## src/sv/x86_subset_relocating_copier_defines.svh

```systemverilog
// Assertion macros shared by the relocating copier RTL.
`ifndef X86_SUBSET_RELOCATING_COPIER_DEFINES_SVH
`define X86_SUBSET_RELOCATING_COPIER_DEFINES_SVH
`ifndef ASSERT_OFF
// Checked property that is switched off while reset is high.
`define XSRC_ASSERT(lbl, clk, rst, prop) \
   lbl: assert property (@(posedge clk) disable iff (rst) prop) \
      else $error("xsrc assertion failed");
// Checked property that also holds across reset.
`define XSRC_ASSERT_NR(lbl, clk, prop) \
   lbl: assert property (@(posedge clk) prop) \
      else $error("xsrc assertion failed");
`else
`define XSRC_ASSERT(lbl, clk, rst, prop)
`define XSRC_ASSERT_NR(lbl, clk, prop)
`endif
`endif

```

## src/sv/xsrc_pkg.sv

```systemverilog
// Types, constants and decode helpers of the relocating code copier.
package xsrc_pkg;

   localparam int PositionBits = 16;
   localparam int RegIndexBits = 2;
   localparam int OutPosBits   = 16;

   localparam logic [7:0] RexLo      = 8'h40;
   localparam logic [7:0] RexHi      = 8'h4F;
   localparam logic [7:0] OpEsc      = 8'h0F;
   localparam logic [7:0] OpBt       = 8'hBA;
   localparam logic [7:0] OpJb       = 8'h72;
   localparam logic [7:0] OpLea      = 8'h8D;
   localparam logic [7:0] OpIret     = 8'hCF;
   localparam logic [7:0] OpCall     = 8'hE8;
   localparam logic [7:0] OpGrp5     = 8'hFF;
   localparam logic [7:0] OpStackLo  = 8'h50;
   localparam logic [7:0] OpStackHi  = 8'h5F;
   localparam logic [7:0] OpPushf    = 8'h9C;
   localparam logic [7:0] OpXchg     = 8'h87;
   localparam logic [7:0] OpMovStore = 8'h89;
   localparam logic [7:0] OpMovLoad  = 8'h8B;
   localparam logic [7:0] OpMovSeg   = 8'h8E;
   localparam logic [1:0] ModDisp8  = 2'd1;
   localparam logic [1:0] ModDisp32 = 2'd2;
   localparam logic [1:0] ModReg    = 2'd3;
   localparam logic [1:0] ModMem    = 2'd0;
   localparam logic [2:0] RmSib     = 3'd4;
   localparam logic [2:0] RmRip     = 3'd5;

   typedef enum logic [RegIndexBits-1:0] {
      REG_RELOC     = 2'd0,
      REG_CALL_BASE = 2'd1,
      REG_LIMIT     = 2'd2
   } reg_index_type;

   typedef enum logic [2:0] {
      ST_COPY   = 3'd0,
      ST_IRET   = 3'd1,
      ST_ERROR  = 3'd2,
      ST_IGNORE = 3'd3,
      ST_LIMIT  = 3'd4
   } status_type;

   typedef enum logic [7:0] {
      PH_START = 8'b0000_0001,
      PH_OPC   = 8'b0000_0010,
      PH_OPC2  = 8'b0000_0100,
      PH_MODRM = 8'b0000_1000,
      PH_SIB   = 8'b0001_0000,
      PH_DISP  = 8'b0010_0000,
      PH_CALL  = 8'b0100_0000,
      PH_IMM   = 8'b1000_0000
   } phase_type;

   typedef enum logic [2:0] {
      OP_ESC,
      OP_SINGLE,
      OP_IMM,
      OP_MODRM,
      OP_IRET,
      OP_CALL,
      OP_BAD
   } op_class_type;

   typedef struct packed {
      phase_type               phase;
      logic [PositionBits-1:0] pos;
      logic [2:0]              bytes_left;
      logic                    flag_imm;
      logic                    flag_rip;
      logic                    carry;
      logic [31:0]             call_value;
      logic                    finished;
   } parse_state_type;

   localparam parse_state_type ParseReset = '{
      phase:      PH_START,
      pos:        '0,
      bytes_left: 3'd0,
      flag_imm:   1'b0,
      flag_rip:   1'b0,
      carry:      1'b0,
      call_value: 32'd0,
      finished:   1'b1
   };

   typedef struct packed {
      logic [31:0] reloc_distance;
      logic [31:0] call_offset_base;
      logic [15:0] length_limit;
   } csr_type;

   typedef struct packed {
      logic [7:0]            copied_byte;
      logic [OutPosBits-1:0] byte_position;
      status_type            status;
   } result_type;

   // Classifies a primary opcode byte of the supported subset.
   function automatic op_class_type classify_opcode(input logic [7:0] b);
      op_class_type c;
      unique case (b) inside
         OpEsc:                                   c = OP_ESC;
         [OpStackLo:OpStackHi], OpPushf:          c = OP_SINGLE;
         OpJb:                                    c = OP_IMM;
         OpXchg, OpMovStore, OpMovLoad, OpLea, OpMovSeg, OpGrp5: c = OP_MODRM;
         OpIret:                                  c = OP_IRET;
         OpCall:                                  c = OP_CALL;
         default:                                 c = OP_BAD;
      endcase
      return c;
   endfunction

endpackage

```

## src/sv/xsrc_if.sv

```systemverilog
// Valid/ready channel interfaces for code bytes, results and register writes.
interface xsrc_req_if;
   logic       valid;
   logic       ready;
   logic [7:0] code_byte;
   logic       region_start;
   modport source (output valid, output code_byte, output region_start, input ready);
   modport sink   (input valid, input code_byte, input region_start, output ready);
endinterface

interface xsrc_rsp_if;
   logic                              valid;
   logic                              ready;
   logic [7:0]                        copied_byte;
   logic [xsrc_pkg::OutPosBits-1:0]   byte_position;
   logic [2:0]                        status;
   modport source (output valid, output copied_byte, output byte_position,
                   output status, input ready);
   modport sink   (input valid, input copied_byte, input byte_position,
                   input status, output ready);
endinterface

interface xsrc_csr_if;
   logic                              valid;
   logic                              ready;
   logic [xsrc_pkg::RegIndexBits-1:0] reg_index;
   logic [31:0]                       wr_data;
   modport source (output valid, output reg_index, output wr_data, input ready);
   modport sink   (input valid, input reg_index, input wr_data, output ready);
endinterface

```

## src/sv/xsrc_step.sv

```systemverilog
// Per-byte decode step: next parse state and the result beat for one code byte.
module xsrc_step (
   input  xsrc_pkg::parse_state_type cur_state,
   input  xsrc_pkg::csr_type         cfg,
   input  logic [7:0]                code_byte,
   input  logic                      region_start,
   output xsrc_pkg::parse_state_type nxt_state,
   output xsrc_pkg::result_type      result
);

   function automatic xsrc_pkg::parse_state_type clear_parse(
      input xsrc_pkg::parse_state_type v);
      xsrc_pkg::parse_state_type r;
      r            = v;
      r.phase      = xsrc_pkg::PH_START;
      r.bytes_left = 3'd0;
      r.flag_imm   = 1'b0;
      r.flag_rip   = 1'b0;
      r.carry      = 1'b0;
      r.call_value = 32'd0;
      return r;
   endfunction

   // Leaves the ModRM/SIB/displacement fields: an immediate may still follow.
   function automatic xsrc_pkg::parse_state_type after_fields(
      input xsrc_pkg::parse_state_type v);
      xsrc_pkg::parse_state_type r;
      r            = v;
      r.flag_rip   = 1'b0;
      r.carry      = 1'b0;
      r.bytes_left = 3'd0;
      r.phase      = v.flag_imm ? xsrc_pkg::PH_IMM : xsrc_pkg::PH_START;
      return r;
   endfunction

   xsrc_pkg::parse_state_type s;
   xsrc_pkg::op_class_type    opc;
   xsrc_pkg::status_type      status;
   logic [7:0]                outb;
   logic                      no_copy;
   logic                      take_op;
   logic                      is_rex;
   logic                      limit_hit;
   logic [1:0]                modf;
   logic [2:0]                rmf;
   logic [2:0]                cnt;
   logic [1:0]                k;
   logic [8:0]                sum;
   logic [xsrc_pkg::PositionBits-1:0] pos_cur;

   assign opc    = xsrc_pkg::classify_opcode(code_byte);
   assign is_rex = (code_byte >= xsrc_pkg::RexLo) && (code_byte <= xsrc_pkg::RexHi);
   assign modf   = code_byte[7:6];
   assign rmf    = code_byte[2:0];

   always_comb begin
      s = cur_state;
      if (region_start) begin
         s          = clear_parse(s);
         s.pos      = '0;
         s.finished = 1'b0;
      end
      pos_cur   = s.pos;
      limit_hit = (32'(s.pos) >= 32'(cfg.length_limit));
      outb      = code_byte;
      status    = xsrc_pkg::ST_COPY;
      no_copy   = 1'b0;
      take_op   = 1'b0;
      cnt       = 3'd0;
      k         = 2'd0;
      sum       = 9'd0;

      if (s.finished) begin
         no_copy = 1'b1;
         status  = xsrc_pkg::ST_IGNORE;
      end else begin
         unique case (s.phase)
            xsrc_pkg::PH_START: begin
               if (limit_hit) begin
                  s          = clear_parse(s);
                  s.finished = 1'b1;
                  no_copy    = 1'b1;
                  status     = xsrc_pkg::ST_LIMIT;
               end else if (is_rex) begin
                  s.phase = xsrc_pkg::PH_OPC;
               end else begin
                  take_op = 1'b1;
               end
            end
            xsrc_pkg::PH_OPC: take_op = 1'b1;
            xsrc_pkg::PH_OPC2: begin
               if (code_byte == xsrc_pkg::OpBt) begin
                  s.flag_imm = 1'b1;
                  s.flag_rip = 1'b0;
                  s.phase    = xsrc_pkg::PH_MODRM;
               end else begin
                  s          = clear_parse(s);
                  s.finished = 1'b1;
                  status     = xsrc_pkg::ST_ERROR;
               end
            end
            xsrc_pkg::PH_MODRM: begin
               if (modf == xsrc_pkg::ModMem && rmf == xsrc_pkg::RmRip) begin
                  cnt        = 3'd4;
                  s.flag_rip = 1'b1;
                  s.carry    = 1'b0;
               end else if (modf == xsrc_pkg::ModDisp8) begin
                  cnt = 3'd1;
               end else if (modf == xsrc_pkg::ModDisp32) begin
                  cnt = 3'd4;
               end
               s.bytes_left = cnt;
               if (modf != xsrc_pkg::ModReg && rmf == xsrc_pkg::RmSib) begin
                  s.phase = xsrc_pkg::PH_SIB;
               end else if (cnt != 3'd0) begin
                  s.phase = xsrc_pkg::PH_DISP;
               end else begin
                  s = after_fields(s);
               end
            end
            xsrc_pkg::PH_SIB: begin
               if (s.bytes_left != 3'd0) begin
                  s.phase = xsrc_pkg::PH_DISP;
               end else begin
                  s = after_fields(s);
               end
            end
            xsrc_pkg::PH_DISP: begin
               if (s.flag_rip) begin
                  // Byte lane of the distance: 4 left is lane 0, 1 left is lane 3.
                  k       = 2'(3'd4 - s.bytes_left);
                  sum     = {1'b0, code_byte}
                            + {1'b0, cfg.reloc_distance[{k, 3'b000} +: 8]}
                            + 9'(s.carry);
                  outb    = sum[7:0];
                  s.carry = sum[8];
               end
               if (s.bytes_left != 3'd0) begin
                  s.bytes_left = s.bytes_left - 3'd1;
               end
               if (s.bytes_left == 3'd0) begin
                  s = after_fields(s);
               end
            end
            xsrc_pkg::PH_CALL: begin
               outb         = s.call_value[7:0];
               s.call_value = {8'h00, s.call_value[31:8]};
               if (s.bytes_left != 3'd0) begin
                  s.bytes_left = s.bytes_left - 3'd1;
               end
               if (s.bytes_left == 3'd0) begin
                  s.call_value = 32'd0;
                  s.phase      = xsrc_pkg::PH_START;
               end
            end
            xsrc_pkg::PH_IMM: begin
               s.flag_imm = 1'b0;
               s.flag_rip = 1'b0;
               s.phase    = xsrc_pkg::PH_START;
            end
            default: s = clear_parse(s);
         endcase

         if (take_op) begin
            s.flag_imm = 1'b0;
            s.flag_rip = 1'b0;
            unique case (opc)
               xsrc_pkg::OP_ESC:    s.phase = xsrc_pkg::PH_OPC2;
               xsrc_pkg::OP_SINGLE: s.phase = xsrc_pkg::PH_START;
               xsrc_pkg::OP_IMM: begin
                  s.flag_imm = 1'b1;
                  s.phase    = xsrc_pkg::PH_IMM;
               end
               xsrc_pkg::OP_MODRM:  s.phase = xsrc_pkg::PH_MODRM;
               xsrc_pkg::OP_IRET: begin
                  s          = clear_parse(s);
                  s.finished = 1'b1;
                  status     = xsrc_pkg::ST_IRET;
               end
               xsrc_pkg::OP_CALL: begin
                  // Target offset is taken relative to the first rel32 byte.
                  s.call_value = cfg.call_offset_base - (32'(s.pos) + 32'd1);
                  s.bytes_left = 3'd4;
                  s.phase      = xsrc_pkg::PH_CALL;
               end
               default: begin
                  s          = clear_parse(s);
                  s.finished = 1'b1;
                  status     = xsrc_pkg::ST_ERROR;
               end
            endcase
         end
      end

      if (!no_copy) begin
         s.pos = s.pos + xsrc_pkg::PositionBits'(1);
      end else begin
         outb = 8'h00;
      end
   end

   assign nxt_state            = s;
   assign result.copied_byte   = outb;
   assign result.byte_position = xsrc_pkg::OutPosBits'(pos_cur);
   assign result.status        = status;

endmodule

```

## src/sv/x86_subset_relocating_copier.sv

```systemverilog
// Top level of the relocating x86-64 code copier: channels, registers and checks.
//
// The copier takes one code byte per beat and returns exactly one result beat per
// code byte: the byte as written to the destination, its offset in the region and
// a status. It follows a small x86-64 subset (REX, the supported opcodes, 0F BA,
// ModRM, SIB, displacements, imm8 and call rel32), adds the relocation distance to
// RIP-relative disp32 fields and rewrites call targets toward the callback. It
// sustains one byte per clock while results are taken: a byte is captured in an
// input register, decoded in one pass of combinational logic against the parse
// state, and enters the result register when that register is free or draining. The input side
// stays ready whenever the result register is empty or is being drained in the same
// cycle.
// After reset the block ignores bytes until a beat with region_start set opens a
// region. Registers are written through the csr channel, which is always ready,
// and should only be written while no beat is in flight.
`include "x86_subset_relocating_copier_defines.svh"

module x86_subset_relocating_copier (
   input  logic        clock,
   input  logic        reset,
   xsrc_req_if.sink    req_chan,
   xsrc_rsp_if.source  rsp_chan,
   xsrc_csr_if.sink    csr_chan
);

   // Input register stage.
   logic       s1_vld_ff;
   logic [7:0] s1_byte_ff;
   logic       s1_start_ff;

   // Result register stage.
   logic                 out_vld_ff;
   xsrc_pkg::result_type out_res_ff;
   xsrc_pkg::result_type out_res_in;

   // Parse state and configuration registers.
   xsrc_pkg::parse_state_type st_ff;
   xsrc_pkg::parse_state_type st_in;
   xsrc_pkg::csr_type         cfg_ff;

   logic req_take;
   logic adv;

   // Terms used by the checks below.
   logic phase_at_start;
   logic dropped_beat;

   // The decoded byte moves on whenever the result register is free or draining.
   assign adv      = s1_vld_ff && (!out_vld_ff || rsp_chan.ready);
   assign req_take = req_chan.valid && req_chan.ready;

   assign req_chan.ready = !s1_vld_ff || adv;
   assign csr_chan.ready = 1'b1;

   assign rsp_chan.valid         = out_vld_ff;
   assign rsp_chan.copied_byte   = out_res_ff.copied_byte;
   assign rsp_chan.byte_position = out_res_ff.byte_position;
   assign rsp_chan.status        = out_res_ff.status;

   xsrc_step u_step (
      .cur_state    (st_ff),
      .cfg          (cfg_ff),
      .code_byte    (s1_byte_ff),
      .region_start (s1_start_ff),
      .nxt_state    (st_in),
      .result       (out_res_in)
   );

   // Control state, parse state and configuration.
   always_ff @(posedge clock) begin
      if (reset) begin
         s1_vld_ff                  <= 1'b0;
         out_vld_ff                 <= 1'b0;
         st_ff                      <= xsrc_pkg::ParseReset;
         cfg_ff.reloc_distance      <= 32'd0;
         cfg_ff.call_offset_base    <= 32'd0;
         cfg_ff.length_limit        <= 16'd1024;
      end else begin
         s1_vld_ff <= req_take || (s1_vld_ff && !adv);
         if (adv) begin
            out_vld_ff <= 1'b1;
            st_ff      <= st_in;
         end else if (rsp_chan.ready) begin
            out_vld_ff <= 1'b0;
         end
         if (csr_chan.valid && csr_chan.ready) begin
            unique case (xsrc_pkg::reg_index_type'(csr_chan.reg_index))
               xsrc_pkg::REG_RELOC:     cfg_ff.reloc_distance   <= csr_chan.wr_data;
               xsrc_pkg::REG_CALL_BASE: cfg_ff.call_offset_base <= csr_chan.wr_data;
               xsrc_pkg::REG_LIMIT:     cfg_ff.length_limit     <= csr_chan.wr_data[15:0];
               default: ;
            endcase
         end
      end
   end

   // Payload registers carry no reset.
   always_ff @(posedge clock) begin
      if (req_take) begin
         s1_byte_ff  <= req_chan.code_byte;
         s1_start_ff <= req_chan.region_start;
      end
      if (adv) begin
         out_res_ff <= out_res_in;
      end
   end

   assign phase_at_start = (st_ff.phase == xsrc_pkg::PH_START);
   assign dropped_beat   = out_vld_ff && (out_res_ff.status == xsrc_pkg::ST_IGNORE ||
                                          out_res_ff.status == xsrc_pkg::ST_LIMIT);

   // Reset leaves the block idle, empty and waiting for a region start.
   `XSRC_ASSERT_NR(a_reset_idle, clock, reset |=> (st_ff.finished && !out_vld_ff && !s1_vld_ff))
   // A finished region always has its parse state cleared back to instruction start.
   `XSRC_ASSERT(a_fin_parse_clear, clock, reset, st_ff.finished |-> phase_at_start)
   // Beats that are dropped after the end or at the limit never carry a byte.
   `XSRC_ASSERT(a_dropped_zero, clock, reset, dropped_beat |-> (out_res_ff.copied_byte == 8'h00))
   // A captured byte that cannot move on stays in the input register.
   `XSRC_ASSERT(a_stage_hold, clock, reset, (s1_vld_ff && !adv) |=> s1_vld_ff)

endmodule
```

## src/flat_wrapper.sv

```systemverilog
// flat-port wrapper written by rule: the top's interface ports become plain ports
module x86_subset_relocating_copier_flat 
  (clock, reset, req_chan_valid, req_chan_code_byte, req_chan_region_start, req_chan_ready, rsp_chan_valid, rsp_chan_copied_byte, rsp_chan_byte_position, rsp_chan_status, rsp_chan_ready, csr_chan_valid, csr_chan_reg_index, csr_chan_wr_data, csr_chan_ready);
  xsrc_req_if req_chan_i ();
  xsrc_rsp_if rsp_chan_i ();
  xsrc_csr_if csr_chan_i ();
  input  logic clock;
  input  logic reset;
  input wire logic [$bits(req_chan_i.valid)-1:0] req_chan_valid;
  input wire logic [$bits(req_chan_i.code_byte)-1:0] req_chan_code_byte;
  input wire logic [$bits(req_chan_i.region_start)-1:0] req_chan_region_start;
  output wire logic [$bits(req_chan_i.ready)-1:0] req_chan_ready;
  output wire logic [$bits(rsp_chan_i.valid)-1:0] rsp_chan_valid;
  output wire logic [$bits(rsp_chan_i.copied_byte)-1:0] rsp_chan_copied_byte;
  output wire logic [$bits(rsp_chan_i.byte_position)-1:0] rsp_chan_byte_position;
  output wire logic [$bits(rsp_chan_i.status)-1:0] rsp_chan_status;
  input wire logic [$bits(rsp_chan_i.ready)-1:0] rsp_chan_ready;
  input wire logic [$bits(csr_chan_i.valid)-1:0] csr_chan_valid;
  input wire logic [$bits(csr_chan_i.reg_index)-1:0] csr_chan_reg_index;
  input wire logic [$bits(csr_chan_i.wr_data)-1:0] csr_chan_wr_data;
  output wire logic [$bits(csr_chan_i.ready)-1:0] csr_chan_ready;
  assign req_chan_i.valid = req_chan_valid;
  assign req_chan_i.code_byte = req_chan_code_byte;
  assign req_chan_i.region_start = req_chan_region_start;
  assign req_chan_ready = req_chan_i.ready;
  assign rsp_chan_valid = rsp_chan_i.valid;
  assign rsp_chan_copied_byte = rsp_chan_i.copied_byte;
  assign rsp_chan_byte_position = rsp_chan_i.byte_position;
  assign rsp_chan_status = rsp_chan_i.status;
  assign rsp_chan_i.ready = rsp_chan_ready;
  assign csr_chan_i.valid = csr_chan_valid;
  assign csr_chan_i.reg_index = csr_chan_reg_index;
  assign csr_chan_i.wr_data = csr_chan_wr_data;
  assign csr_chan_ready = csr_chan_i.ready;
  x86_subset_relocating_copier u_core (.clock(clock), .reset(reset), .req_chan(req_chan_i), .rsp_chan(rsp_chan_i), .csr_chan(csr_chan_i));
endmodule
```

## config.mk

```make
export PLATFORM = sky130hd
export DESIGN_NAME = x86_subset_relocating_copier_flat
export DESIGN_NICKNAME = d
export VERILOG_FILES = /design/src/sv/xsrc_pkg.sv /design/src/sv/xsrc_if.sv /design/src/sv/xsrc_step.sv /design/src/sv/x86_subset_relocating_copier.sv /design/src/flat_wrapper.sv
export VERILOG_INCLUDE_DIRS = /design/src /design/src/sv
export SDC_FILE = /design/constraint.sdc
export NUM_CORES = 1
export LEC_CHECK = 0
export BUFFER_PORTS_ARGS = -buffer_cell sky130_fd_sc_hd__buf_2
export CORE_MARGIN = 3
export CORE_UTILIZATION = 60
export CTS_CLUSTER_SIZE = 10
export DETAILED_ROUTE_END_ITERATION = 16
export PLACE_DENSITY_LB_ADDON = 0.05
export RECOVER_POWER = 100
export SLEW_MARGIN = 0
export SYNTH_ARGS = -nofsm -noshare
export SYNTH_HDL_FRONTEND = slang
export SYNTH_HIERARCHICAL = 1
export SYNTH_SLANG_ARGS = --single-unit
```

## constraint.sdc

```tcl
create_clock -name clock -period 6.05 [get_ports clock]
set_clock_uncertainty 0.1 [all_clocks]
set_input_delay 0.3025 -clock clock [delete_from_list [all_inputs] [get_ports clock]]
set_output_delay 0.3025 -clock clock [all_outputs]
set_load 0.05 [all_outputs]
```

Yosys cells after proc, flatten, opt, wreduce, memory -nomap -nowiden
Index checks and enable logic that the tools add are counted.
- memories: 0
- output and inout port bits: 30
- bits in latches: 0
- bits in read-only memories: 0
- bits of input ports: 48
- memory bits (writable): 0
- logic and storage cells: 159
- register bits: 181
- reductions and logical operators: 31
- $mul: 0
- add/sub/neg operators: 7
- div/mod/pow operators: 0
- shifts and indexed selects: 1
- mux-type cells: 65
- equality and inequality tests: 32
- bitwise logic cells: 0
- magnitude comparators: 5
- operator list (operator ; number):
    $mux W63 ; 4
    $pmux W32 S7 ; 1
    $mux W39 ; 4
    $eq A8 B8 Y1 const B ; 11
    $pmux W16 S5 ; 1
    $mux W8 ; 9
    $pmux W32 S2 ; 1
    $pmux W8 S7 ; 1
    $mux W3 ; 13
    $mux W34 ; 1
    $mux W16 ; 2
    $pmux W8 S4 ; 1
    $shiftx A32 B6 Y8 ; 1
    $sub A32 B17 Y32 ; 1
    $mux W24 ; 1
    $pmux W3 S7 ; 1
    $pmux W3 S2 ; 3
    $pmux W3 S6 ; 1
    $add A16 B1 Y17 const B ; 1
    $add A16 B1 Y16 const B ; 1
    $eq A8 B4 Y1 const B ; 2
    $eq A8 B7 Y1 const B ; 2
    $ge A16 B16 Y1 ; 1
    $ge A8 B7 Y1 const B ; 2
    37 further kinds ; 75

Longest topological paths before layout
- word-level depth: 16
- gate-level depth with buffers: 20
- mapped depth without buffers: 17

Hierarchy
The synthesis kept the hierarchy.
- by module, submodules not included (module ; cells each ; area an instance (µm²) ; instances):
    x86_subset_relocating_copier ; 673 ; 6766.5 ; 1
    xsrc_step ; 656 ; 4386.7 ; 1

Least setup slack after synthesis
No wires, ideal clock.
- path kind: register to register
- from: register u_core.s1_start_ff
- to: register u_core/st_ff[33] in the netlist's numbering
- buffers on the path: 3
- library setup time: 0.120 ns
- data arrival time: 3.898 ns
- setup slack: 1.932 ns
- data required time: 5.830 ns
- cell stages (with the launch flop): 21
- cells stage by stage: edfxtp_1 -> clkbuf_1 -> nor2b_1 -> buf_2 -> inv_1 -> ha_1 -> clkbuf_1 -> mux4_2 -> inv_1 -> fa_1 -> inv_1 -> fa_1 -> a21o_1 -> a21o_1 -> a211oi_1 -> nor3b_1 -> nor4_1 -> o32ai_1 -> a22o_1 -> nand2b_1 -> mux2i_1
- RTL lines (item ; line ; source):
    from (decl) ; x86_subset_relocating_copier.sv:29 ; logic s1_start_ff;
    from (signal assigned) ; x86_subset_relocating_copier.sv:101 ; s1_start_ff <= req_chan.region_start;
    to (signal assigned) ; x86_subset_relocating_copier.sv:74 ; st_ff <= xsrc_pkg::ParseReset;
    to (signal assigned) ; x86_subset_relocating_copier.sv:82 ; st_ff <= st_in;
    to (decl) ; x86_subset_relocating_copier.sv:37 ; xsrc_pkg::parse_state_type st_ff;

==> impl_metrics.toml <==
[status]
run_status = "finished with violations"
failing_checks = "max-capacitance violations, max-slew violations"

[routing]
drtIter0Drc = 972
drt-vias-per-instance = 6.09
avgRoutedWirePerCell_um = 19.0
drt.antenna.violating_nets = 0
detailroute.via_count = 9867
drt_pre_antenna_iters = 6
remaining_drc_errors = 0
route.final.wire_length_mm = 30.8

[setup_path]
worst_setup_path_end_kind = "flop"
worst_path_dominant_cell_family = "compound AO/OA/AOI/OAI gates"
critPathArrivalTime_ns = 5.07
timing.critical_path.cells = "buf_4 -> inv_1 -> clkbuf_1 -> nand2_1 -> inv_1 -> ha_1 -> a211oi_1 -> nor2_1 -> a2111oi_0 -> o21a_1 -> o21ai_0 -> a21o_1 -> a221o_1 -> nand2b_1 -> mux2i_1"
crit_path_max_incr_delay_ns = 0.56
timing.critical_path.mode_cell = "inv_1"
critical_path_peak_fanout = 24
worst-path-buf-inv = 4
worst_ep_required_time_ns = 6.18
critPathSlowestCell = "clkbuf_1"
timing.setup.critical_path_class = "flop to flop"
worst_setup_path_start_kind = "flop"

[timing]
period_needed_ns = 4.94
f_max_mhz = 202
setup_violating_endpoint_count_in_the_final_report = 0
final_max_slew_viol_count = 305
hold_violations = 0
grt_setup_unrepaired = "false"
period_share_pct = 81.7
final.hold.worst_slack_ns = 0.0153
timing.max_slew.rel_slack_pct = -120
worst_tran_pin_value_ns = 3.29
setup_tns_ns = 0

[floorplan]
die_area_um2 = 20300
num_rows = 49
die_width_um = 142
design.core.area_um2 = 18100
die-height_um = 142
pin_count = 78
floorplan.initialDensity_pct = 61.7

[synthesis]
synthesis.yosys.warnings = 6
ys_dominant_reg_cell = "dfxtp_1"
synth-seq-area-share_pct = 35.7
synth_area_per_cell_um2 = 8.39
synth_fp_nets = 1423
ys_ff_latch = 181
synth-edff-count = 36
number_of_different_library_cells_in_the_post_synthesis_netlist = 79
synth_async_sr_flop_share_pct = 0
synth.cell_area_um2 = 11200
netlist_instances = 1329

[placed_design]
detailed_place_hpwl_mm = 22.0
routabilityCongestion = 0.961
placed_cell_area_um2 = 11500
buffers_on_ports = 76

[global_routing]
grt_overflow = 0
grt_usage_pct = 30.2
grt_start_max_net_pins = 110
antenna_found_initial = 1
grt_first_pass_wirelength_mm = 48.2
grt_pass1_vias = 8991

[clock_network]
ctsRootBufferMaster = "clkbuf_16"
cts.repair_timing.setup_buffer_count = 0
cts.sinks = 181
cts_tree = "yes"
cts-htree-levels = 4
clock_latency_ns = 0.44
numCtsBuffers = 17
worst_setup_hold_path_clk_slew_ns = 0.08
cts_buffer_depth = 2

[flow_run]
max_cap_violations = 4

[finish]
num-nets-final = 1471
post_route_cell_area_um2 = 12300
antenna-diode-count = 0
synthToLayoutAreaGrowth_pct = 10.2
layout-drive-gt1-share_pct = 8.56

[power]
powerDensity_nw_per_um2 = 233
cellLeakagePower_nw = 4.54
totalPowerFinal_mw = 2.87
ir_worst_vdd_uv = 188

[worst_hold_path]
class_of_the_tightest_hold_or_removal_check = "input pin to flop"
==> cell usage in the layout (no fill, tap or decap), drive strengths merged, types with 15 or more instances in the layout <==
cell	instances
nor2	50
a21oi	119
o21ai	37
clkbuf	55
nor3	32
xnor2	21
xor2	22
inv	59
mux2i	64
nand2	223
edfxtp	36
nand2b	130
dlygate4sd3	22
ha	43
and2	15
a22oi	19
buf	52
dfxtp	145
nand3	19
nor2b	21
==> layout make-up <==
cell class                 instances  area [um^2]
multi-input combinational       1016         6580
timing repair buffer             111          642
clock buffer                      18          429
clock inverter                    14          175
fill                            1525         5800
tap                              229          287
inverter                          50          188
sequential                       181         3980
==> Yosys cell counts (all sizes together), types with 7 or more instances <==
cell,number,share of area [%]
mux2i,64,5.7
nand4,14,0.79
dfxtp,145,26
or3,10,0.67
inv,50,1.7
a22o,11,0.89
edfxtp,36,9.7
nor2,50,1.7
a211oi,12,0.90
nand2b,130,7.3
xnor2,21,1.6
nor3,32,1.5
a31oi,8,0.45
a22oi,19,1.3
nand3,19,0.85
a21o,11,0.74
nand2,223,7.5
or4,9,0.68
nor4,13,0.86
clkbuf,47,1.6
buf,35,2.1
a21oi,119,5.3
o21a,7,0.47
xor2,22,1.7
mux4,8,1.6
o21ai,37,1.7
a221o,11,0.99
ha,43,4.8
and2,15,0.84
nor2b,21,1.2
==> worst register-to-register path: cells and delay by family, from the launching register on <==
kind	cells	cell delay, ns
compound gates	6	2.34
simple gates	3	0.35
mux	1	0.09
buf+inv	4	1.22
flops	1	0.36
fa+ha+maj	1	0.25
==> through the flow <==
stage / setup slack [ns] / util, % / instances
CTS: 1.63 / 68.3 / 1619
global placement: 1.78 / 63.7 / 1565
floorplan: 1.93 / - / 1329
global route: 0.805 / 67.9 / 1619
detailed placement: 1.66 / 63.7 / 1565
finish: 1.11 / 67.9 / 1619
==> path summary, 6_finish.rpt <==
check                                              startpoint                             end  slack (ns)  depth (start not counted)
worst max-delay path             u_core/s1_start_ff$_DFFE_PP_   u_core/st_ff[10]$_SDFFE_PP0P_        1.11                         15
worst min-delay path                     csr_chan_wr_data[25]  u_core/cfg_ff[41]$_SDFFE_PP0P_        0.02                          3
worst max register to register   u_core/s1_start_ff$_DFFE_PP_   u_core/st_ff[10]$_SDFFE_PP0P_        1.11                         15
worst min register to register  u_core/cfg_ff[4]$_SDFFE_PP0P_   u_core/cfg_ff[4]$_SDFFE_PP0P_        0.36                          2
==> state kept, by name, indices dropped and copies added (netlist names) <==
signal / count
u_core/s1_byte_ff: 8
u_core/rsp_chan.status: 3
u_core/s1_start_ff: 1
u_core/st_ff: 63
u_core/cfg_ff: 80
u_core/s1_vld_ff: 1
u_core/rsp_chan.byte_position: 16
u_core/rsp_chan.copied_byte: 8
u_core/rsp_chan.valid: 1
==> per-layer routing <==
metal,wire (um),track usage [%],vias up
met1,13700,41.7,4674
met5,0,0,-
li1,-,-,4757
met2,14100,47.5,373
met4,781,9.25,0
met3,2240,6.75,63
==> cells by family (layout without fill, tap and decap cells) <==
logic type               Yosys count  count (layout)  share of synthesized area (%)
AND/OR/NAND/NOR                  569             569                           26.2
AO/OA/AOI/OAI                    283             283                           16.4
XOR/XNOR                          43              43                           3.38
buffers and inverters            132             193                           5.36
other                              1               1                         0.0336
flip-flops                       181             181                           35.7
adder cells (fa/ha/maj)           46              46                           5.36
multiplexers                      74              74                           7.56
==> power by group <==
group          leakage (nW)  total, mW  internal (mW)  switching, mW
logic                  2.73      0.446          0.165          0.281
registers              1.51       1.29           1.26         0.0308
clock network         0.293       1.13          0.566          0.561
total                  4.54       2.87           1.99          0.873
==> what timing repair did <==
action | 4_1_cts | 5_1_grt
endpoints found under the setup margin | 0 | 0
hold buffers | 22 | 0
gates resized for setup | 0 | 0
endpoints found under the hold margin | 28 | 0
No activity file was read; power rests on OpenSTA's default activity.
